===== src/hdl/slt_pkg.sv =====
// ----------------------------------------------------------------------------
// slt_pkg - shared types and codes for the sorted list table
// Table depth, index and count widths, operation and status codes.
// ----------------------------------------------------------------------------
package slt_pkg;

  localparam int DEPTH        = 16;
  localparam int IDX_W        = (DEPTH > 1) ? $clog2(DEPTH) : 1;
  localparam int CNT_W        = $clog2(DEPTH + 1);
  localparam int POS_W        = 4;
  localparam int CMP_W        = (CNT_W > POS_W) ? CNT_W : POS_W;
  localparam int RESULT_LIMIT = 16;
  localparam bit LIMITED      = DEPTH > RESULT_LIMIT;

  typedef logic signed [31:0] word_t;
  typedef logic [IDX_W-1:0]   idx_t;
  typedef logic [CNT_W-1:0]   cnt_t;

  localparam logic [1:0] OP_INSERT     = 2'd0;
  localparam logic [1:0] OP_REMOVE_AT  = 2'd1;
  localparam logic [1:0] OP_REMOVE_VAL = 2'd2;
  localparam logic [1:0] OP_DUMP       = 2'd3;

  localparam logic [2:0] ST_OK        = 3'd0;
  localparam logic [2:0] ST_FULL      = 3'd1;
  localparam logic [2:0] ST_EMPTY     = 3'd2;
  localparam logic [2:0] ST_NOT_FOUND = 3'd3;
  localparam logic [2:0] ST_BAD_POS   = 3'd4;

endpackage


===== src/hdl/sorted_list_table.sv =====
// One result register. A full insert, an empty table or a bad position goes
// straight to it; insert shifts larger entries up, remove at position shifts
// those above down, remove by value compacts, dump sends out each entry.
// Throughput: one item at a time; the next item is taken when the sequencer
// returns to idle, set by the single read port of the entry memory.
// Reset clears the sequencer, the count and the result valid; entries are
// not cleared and are only read below the count.
// ----------------------------------------------------------------------------
// sorted_list_table - ordered table of signed values
// Sequencer over an entry memory with one write and one read port and one shared compare unit.
// ----------------------------------------------------------------------------
module sorted_list_table (
  input  logic        clk,
  input  logic        rst,
  input  logic        in_valid,
  output logic        in_stall,
  input  logic [1:0]  operation,
  input  logic signed [31:0] item_value,
  input  logic [3:0]  position,
  output logic        out_valid,
  input  logic        out_stall,
  output logic [2:0]  status,
  output logic signed [31:0] entry_value,
  output logic [4:0]  entry_count,
  output logic        last
);
  import slt_pkg::*;

  localparam logic [3:0] S_IDLE    = 4'd0;
  localparam logic [3:0] S_INS_RD  = 4'd1;
  localparam logic [3:0] S_INS_CMP = 4'd2;
  localparam logic [3:0] S_DEL_RD  = 4'd3;
  localparam logic [3:0] S_DEL_WR  = 4'd4;
  localparam logic [3:0] S_RV_RD   = 4'd5;
  localparam logic [3:0] S_RV_CMP  = 4'd6;
  localparam logic [3:0] S_DMP_RD  = 4'd7;
  localparam logic [3:0] S_DMP_OUT = 4'd8;
  localparam logic [3:0] S_RESULT  = 4'd9;

  logic [3:0] state, state_next;
  cnt_t       count, count_next;
  cnt_t       idx, idx_next;
  cnt_t       widx, widx_next;
  word_t      val, val_next;
  logic [2:0] res_status, res_status_next;

  logic       out_valid_next;
  logic [2:0] status_next;
  word_t      entry_value_next;
  logic [4:0] entry_count_next;
  logic       last_next;

  logic  wr_en, rd_en;
  idx_t  wr_addr, rd_addr;
  word_t wr_data, rd_data;
  logic  lt, eq;

  logic  accept, slot_free, dump_last;
  cnt_t  idx_p1, idx_m1;

  slt_ram u_ram (
    .clk     (clk),
    .wr_en   (wr_en),
    .wr_addr (wr_addr),
    .wr_data (wr_data),
    .rd_en   (rd_en),
    .rd_addr (rd_addr),
    .rd_data (rd_data)
  );

  slt_cmp u_cmp (
    .a  (val),
    .b  (rd_data),
    .lt (lt),
    .eq (eq)
  );

  assign in_stall  = state != S_IDLE;
  assign accept    = in_valid && !in_stall;
  assign slot_free = !out_valid || !out_stall;
  assign idx_p1    = idx + cnt_t'(1);
  assign idx_m1    = idx - cnt_t'(1);
  assign dump_last = (idx_p1 == count) ||
                     (LIMITED && (idx_p1 == cnt_t'(RESULT_LIMIT)));

  always_comb begin
    state_next       = state;
    count_next       = count;
    idx_next         = idx;
    widx_next        = widx;
    val_next         = val;
    res_status_next  = res_status;
    out_valid_next   = out_valid && out_stall;
    status_next      = status;
    entry_value_next = entry_value;
    entry_count_next = entry_count;
    last_next        = last;
    wr_en            = 1'b0;
    wr_addr          = idx[IDX_W-1:0];
    wr_data          = val;
    rd_en            = 1'b0;
    rd_addr          = idx[IDX_W-1:0];

    unique case (state)
      S_IDLE: begin
        if (accept) begin
          val_next        = item_value;
          res_status_next = ST_OK;
          unique case (operation)
            OP_INSERT: begin
              if (count == cnt_t'(DEPTH)) begin
                res_status_next = ST_FULL;
                state_next      = S_RESULT;
              end else begin
                idx_next   = count;
                state_next = S_INS_RD;
              end
            end
            OP_REMOVE_AT: begin
              if (count == '0) begin
                res_status_next = ST_EMPTY;
                state_next      = S_RESULT;
              end else if (CMP_W'(position) >= CMP_W'(count)) begin
                res_status_next = ST_BAD_POS;
                state_next      = S_RESULT;
              end else begin
                idx_next   = cnt_t'(position);
                state_next = S_DEL_RD;
              end
            end
            OP_REMOVE_VAL: begin
              idx_next   = '0;
              widx_next  = '0;
              state_next = S_RV_RD;
            end
            OP_DUMP: begin
              if (count == '0) begin
                res_status_next = ST_EMPTY;
                state_next      = S_RESULT;
              end else begin
                idx_next   = '0;
                state_next = S_DMP_RD;
              end
            end
            default: state_next = S_IDLE;
          endcase
        end
      end
      S_INS_RD: begin
        if (idx == '0) begin
          wr_en      = 1'b1;
          count_next = count + cnt_t'(1);
          state_next = S_RESULT;
        end else begin
          rd_en      = 1'b1;
          rd_addr    = idx_m1[IDX_W-1:0];
          state_next = S_INS_CMP;
        end
      end
      S_INS_CMP: begin
        // shift the larger entry up, or drop the value into the hole
        wr_en = 1'b1;
        if (lt) begin
          wr_data    = rd_data;
          idx_next   = idx_m1;
          state_next = S_INS_RD;
        end else begin
          count_next = count + cnt_t'(1);
          state_next = S_RESULT;
        end
      end
      S_DEL_RD: begin
        if (idx_p1 < count) begin
          rd_en      = 1'b1;
          rd_addr    = idx_p1[IDX_W-1:0];
          state_next = S_DEL_WR;
        end else begin
          count_next = count - cnt_t'(1);
          state_next = S_RESULT;
        end
      end
      S_DEL_WR: begin
        wr_en      = 1'b1;
        wr_data    = rd_data;
        idx_next   = idx_p1;
        state_next = S_DEL_RD;
      end
      S_RV_RD: begin
        if (idx < count) begin
          rd_en      = 1'b1;
          state_next = S_RV_CMP;
        end else begin
          res_status_next = (widx != count) ? ST_OK : ST_NOT_FOUND;
          count_next      = widx;
          state_next      = S_RESULT;
        end
      end
      S_RV_CMP: begin
        // compact: keep every entry that differs from the value
        if (!eq) begin
          wr_en     = 1'b1;
          wr_addr   = widx[IDX_W-1:0];
          wr_data   = rd_data;
          widx_next = widx + cnt_t'(1);
        end
        idx_next   = idx_p1;
        state_next = S_RV_RD;
      end
      S_DMP_RD: begin
        rd_en      = 1'b1;
        state_next = S_DMP_OUT;
      end
      S_DMP_OUT: begin
        if (slot_free) begin
          out_valid_next   = 1'b1;
          status_next      = ST_OK;
          entry_value_next = rd_data;
          entry_count_next = 5'(count);
          last_next        = dump_last;
          idx_next         = idx_p1;
          state_next       = dump_last ? S_IDLE : S_DMP_RD;
        end
      end
      S_RESULT: begin
        if (slot_free) begin
          out_valid_next   = 1'b1;
          status_next      = res_status;
          entry_value_next = '0;
          entry_count_next = 5'(count);
          last_next        = 1'b1;
          state_next       = S_IDLE;
        end
      end
      default: state_next = S_IDLE;
    endcase
  end

  always_ff @(posedge clk) begin
    if (rst) begin
      state     <= S_IDLE;
      count     <= '0;
      out_valid <= 1'b0;
    end else begin
      state     <= state_next;
      count     <= count_next;
      out_valid <= out_valid_next;
    end
  end

  always_ff @(posedge clk) begin
    idx         <= idx_next;
    widx        <= widx_next;
    val         <= val_next;
    res_status  <= res_status_next;
    status      <= status_next;
    entry_value <= entry_value_next;
    entry_count <= entry_count_next;
    last        <= last_next;
  end

endmodule


===== src/hdl/slt_ram.sv =====
// ----------------------------------------------------------------------------
// slt_ram - entry storage
// One write port and one registered read port; read data holds between reads.
// ----------------------------------------------------------------------------
module slt_ram (
  input  logic          clk,
  input  logic          wr_en,
  input  slt_pkg::idx_t wr_addr,
  input  slt_pkg::word_t wr_data,
  input  logic          rd_en,
  input  slt_pkg::idx_t rd_addr,
  output slt_pkg::word_t rd_data
);
  import slt_pkg::*;

  word_t mem [DEPTH];

  always_ff @(posedge clk) begin
    if (wr_en) begin
      mem[wr_addr] <= wr_data;
    end
    if (rd_en) begin
      rd_data <= mem[rd_addr];
    end
  end

endmodule


===== src/hdl/slt_cmp.sv =====
// ----------------------------------------------------------------------------
// slt_cmp - shared compare unit
// Signed less-than and equality of the operand value against a stored entry.
// ----------------------------------------------------------------------------
module slt_cmp (
  input  slt_pkg::word_t a,
  input  slt_pkg::word_t b,
  output logic           lt,
  output logic           eq
);
  import slt_pkg::*;

  assign lt = a < b;
  assign eq = a == b;

endmodule

===== config.mk =====
export PLATFORM = sky130hd
export DESIGN_NAME = sorted_list_table
export DESIGN_NICKNAME = d
export VERILOG_FILES = /design/src/hdl/slt_pkg.sv /design/src/hdl/sorted_list_table.sv /design/src/hdl/slt_ram.sv /design/src/hdl/slt_cmp.sv
export SDC_FILE = /design/constraint.sdc
export NUM_CORES = 1
export LEC_CHECK = 0
export BUFFER_PORTS_ARGS = -buffer_cell sky130_fd_sc_hd__buf_4
export CAP_MARGIN = 25
export CELL_PAD_IN_SITES_DETAIL_PLACEMENT = 1
export CELL_PAD_IN_SITES_GLOBAL_PLACEMENT = 2
export CORE_MARGIN = 3
export CORE_UTILIZATION = 46
export CTS_CLUSTER_DIAMETER = 120
export DETAILED_ROUTE_END_ITERATION = 6
export PLACE_DENSITY_LB_ADDON = 0.1
export SLEW_MARGIN = 20
export SYNTH_ARGS = -nofsm -noshare
export SYNTH_HDL_FRONTEND = slang
export SYNTH_SLANG_ARGS = --single-unit

===== constraint.sdc =====
create_clock -name clk -period 5.75 [get_ports clk]
set_input_delay 1.15 -clock clk [delete_from_list [all_inputs] [get_ports clk]]
set_output_delay 1.15 -clock clk [all_outputs]
set_load 0.01 [all_outputs]

==> results.cfg <==
[run_status]
outcome = finished clean

[layout]
final_nets = 1917
antennaDiodeCount = 0
post-route-cell-area_sq_um = 31000
layout.area.seq_sq_um = 19100
layout-drive-gt1-share_pct = 18.6
multiInputGateArea_sq_um = 7470
n_fill_cell = 5413
area_growth_pct = 14.6

[pwr]
clock_network_fraction_of_total_power_pct = 21.5
p_sw_w = 0.00759
power.switching_fraction_pct = 37.9
cell_internal_pwr_w = 0.0124
standby_leakage_power_nw = 11.0
seqPwrFrac_pct = 34.7
max-vdd-ir-drop_mv = 0.500
combPwrFrac_pct = 43.8
pwr_density_cell_nw_per_um2 = 645

[timing]
timing.final.setup_violations = 0
unrepaired_setup_endpoints_after_global_routing = false
clock-skew-final_ns = 0.0264
fin_crit_ns = 4.82
max_slew_violation_total_from_the_final_report = 0
slew-limit-headroom_pct = 29.7
hold_violations_final = 0
fmaxAchievable_mhz = 207
setup_ws_ns = 0.926
total_negative_slack_ns = 0
worst_pin_slew_ns = 1.05
final_min_period_over_clock_period_pct = 83.9

[detailed_routing]
drt-initial-drc-count = 1098
drt-wirelength-per-cell_microns = 26.5
final_routed_drc_violation_total = 0
dr_total_vias = 15100
viasPerCell = 5.74
detailed_route_wl_microns = 69900
antenna_left = 0
drt_pre_antenna_iters = 7

[cts]
cts_tree = done
clock_root_buffer = sky130_fd_sc_hd__clkbuf_16
ctsResizeCount = 0
postCtsHoldBufs = 0
worst_setup_hold_path_clk_slew_ns = 0.06
cts_buffer_depth = 3
clock_sink_count = 640
cts-buffers-inserted = 69
clock_latency_reported_for_the_late_side_of_the_worst_skew_pair_ns = 0.61
htreeDepth = 3
post-cts-setup-buffer-count = 0

[yosys]
synthArstFlopShare_pct = 0
synth_sequential_area_ratio_pct = 70.6
synthesis.area_per_instance_sq_um = 15.8
synth_area_sq_um = 27100
netlist.area_leader.share_pct = 69.9
syn-instance-count = 1713
synth_edf_count = 630
post_synth_most_frequent_cells = 630 x sky130_fd_sc_hd__edfxtp_1, 261 x sky130_fd_sc_hd__mux2i_1, 147 x sky130_fd_sc_hd__nor2_1, 102 x sky130_fd_sc_hd__a21oi_1, 95 x sky130_fd_sc_hd__mux2_2
synth-seq-cells = 640
post_synth_main_area_contributors = sky130_fd_sc_hd__edfxtp_1 70%, sky130_fd_sc_hd__mux2i_1 9.6%, sky130_fd_sc_hd__mux2_2 4.0%
synth.net_count = 1809
yosys.cell_types.count = 64
synth.yosys.warnings = 0
synth_top_cell_by_area = sky130_fd_sc_hd__edfxtp_1
synth_most_common_cell = sky130_fd_sc_hd__edfxtp_1
most_instantiated_flip_flop_cell_in_the_synthesis_netlist = sky130_fd_sc_hd__edfxtp_1

[worst_setup_path]
critical_path_class = reg -> reg
cp.arrival_ns = 5.14
worst_path_fanout_max = 54
regToRegSetupSlack_ns = 0.93
cp-end-kind = register
critical_path.reg2reg.endpoint = u_ram.rd_data[21]
critPathLaunchType = register
ff2ff_path_depth = 13
regToRegStartpoint = idx[0]
critPathRequiredTime_ns = 6.06

[grt]
grt_pass1_wl_microns = 104000
overflow = 0
grt_pass1_vias = 15900
number_of_antenna_violations_at_the_first_check_in_global_routing = 0
grt_start_max_net_pins = 91
grtUsageTotal_pct = 22.5

[floorplanning]
die_area_sq_um = 61800
placementRows = 88
io_pins = 85
floorplan.die.height_microns = 249
initial_core_util_pct = 46.8
die_width_microns = 249
design.core.area_sq_um = 57900

[hold_path]
hold_class = reg -> reg
min-delay-start = count[3]
worstHoldEndpoint = entry_count[3]
hold_path_depth = 0

[place]
post_dp_cell_area_sq_um = 28800
detailedPlacementHpwl_microns = 40700
pre_cts_ws_ns = 0.843
portBuffers = 84
gpl.final_weighted_congestion = 0.780

[run]
max_cap_viol_count = 0
[cell type report]
| class | count | area share [%] |
|---|---|---|
| flip-flops and latches | 640 | 61.6 |
| clock buffers | 93 | 6.06 |
| inverters | 55 | 0.665 |
| repair buffers | 127 | 3.53 |
| clock inverters | 29 | 0.960 |
| well taps | 765 | 3.08 |
| multi-input cells | 928 | 24.1 |
[kinds of logic after synthesis]
logic type	after synthesis	synth area share [%]
simple gates	258	4.28
buf+inv	145	2.49
compound gates	242	5.91
fa+ha+maj	54	2.52
xor+xnor	17	0.550
mux	357	13.6
flops	640	70.6
[cells in the final DEF (no fill, tap or decap), types with 3 or more instances in the layout]
master                      synthesis  layout
sky130_fd_sc_hd__nand2_1           31      31
sky130_fd_sc_hd__a221oi_1           4       4
sky130_fd_sc_hd__inv_6              0       3
sky130_fd_sc_hd__edfxtp_1         630     630
sky130_fd_sc_hd__nor3_1            18      17
sky130_fd_sc_hd__xnor2_1            8       7
sky130_fd_sc_hd__buf_12             2      10
sky130_fd_sc_hd__buf_4              2     115
sky130_fd_sc_hd__clkinv_2           0       7
sky130_fd_sc_hd__inv_1             54      53
sky130_fd_sc_hd__bufinv_16          0       5
sky130_fd_sc_hd__a22oi_1           34      34
sky130_fd_sc_hd__nor2_4             0      19
sky130_fd_sc_hd__or3_1              5       5
sky130_fd_sc_hd__o22ai_1            4       4
sky130_fd_sc_hd__nand3_1           13      13
sky130_fd_sc_hd__a21o_1             9       8
sky130_fd_sc_hd__dfxtp_1           10      10
sky130_fd_sc_hd__a31oi_1            9       9
sky130_fd_sc_hd__o31ai_1            4       4
sky130_fd_sc_hd__nor2_1           147     128
sky130_fd_sc_hd__clkbuf_1          35      21
sky130_fd_sc_hd__o211ai_1           5       5
sky130_fd_sc_hd__and2_1             4       4
sky130_fd_sc_hd__clkbuf_16          0      72
sky130_fd_sc_hd__o221ai_1          35      35
sky130_fd_sc_hd__mux2_2            95      95
sky130_fd_sc_hd__nand2b_1           6       6
sky130_fd_sc_hd__nor4_1             3       3
sky130_fd_sc_hd__ha_1              53      53
sky130_fd_sc_hd__xor2_1             9       9
sky130_fd_sc_hd__a21oi_1          102     101
sky130_fd_sc_hd__o21ai_0           10      10
sky130_fd_sc_hd__nand4_1           10      10
sky130_fd_sc_hd__a311oi_1           4       4
sky130_fd_sc_hd__nor2b_1            4       4
sky130_fd_sc_hd__mux2i_1          261     261
sky130_fd_sc_hd__clkinv_1           0      11
[per-stage QoR]
stage	util, %	hold slack [ns]	power [W]	cells
final	53.6	0.588	0.0200	2637
after global routing	53.6	0.608	0.0212	2637
after CTS	53.5	0.586	0.0202	2635
after detailed placement	49.8	0.577	0.0158	2513
after global placement	49.8	0.569	0.0156	2513
after floorplan	-	0.497	0.0132	1713
[worst max-delay path, cell delays in order, from the launching register on]
cell and delay [ns]:
sky130_fd_sc_hd__edfxtp_1 0.58, sky130_fd_sc_hd__inv_1 0.28, sky130_fd_sc_hd__ha_1 0.46, sky130_fd_sc_hd__ha_1 0.33, sky130_fd_sc_hd__nand4_1 0.14, sky130_fd_sc_hd__nor2_1 0.38, sky130_fd_sc_hd__o31ai_1 0.18, sky130_fd_sc_hd__xnor2_2 0.65
sky130_fd_sc_hd__buf_12 0.35, sky130_fd_sc_hd__buf_12 0.35, sky130_fd_sc_hd__mux2i_1 0.24, sky130_fd_sc_hd__mux2i_1 0.10, sky130_fd_sc_hd__a22oi_1 0.22, sky130_fd_sc_hd__o221ai_1 0.16
[registers in the layout (all words and copies together) (netlist names), 3 cells and up]
register       cells
u_ram.mem        512
entry_value       32
u_ram.rd_data     32
val               32
count              5
entry_count        5
idx                5
widx               5
state              4
res_status         3
status             3
[power by group through the flow]
stage,combinational (W),clock [W],sequential [W]
finish,0.00876,0.00431,0.00695
floorplan,0.00628,0,0.00687
detailed placement,0.00880,0,0.00704
global route,0.00957,0.00458,0.00701
global placement,0.00860,0,0.00702
CTS,0.00885,0.00441,0.00695
[metal layers]
metal  global-route usage, %  share of wire (%)  vias up
li1                        -                  -     6854
met1                    31.2                 45     7812
met2                    37.0                 48      360
met3                    3.88                4.7      105
met4                    5.74                2.3        0
met5                       0                  0        -
[how the worst max path moves through the flow]
stage	startpoint	end	cells after the start
6_report	idx[0]	u_ram.rd_data[21]	13
3_5_place_dp	u_ram.rd_data[29]	u_ram.mem[2][6]	10
5_1_grt	idx[1]	u_ram.rd_data[18]	14
2_1_floorplan	val[27]	u_ram.mem[6][0]	9
4_1_cts	u_ram.rd_data[29]	u_ram.mem[2][13]	10
3_3_place_gp	val[31]	u_ram.mem[2][6]	9
Power figures use the tool's default switching activity.
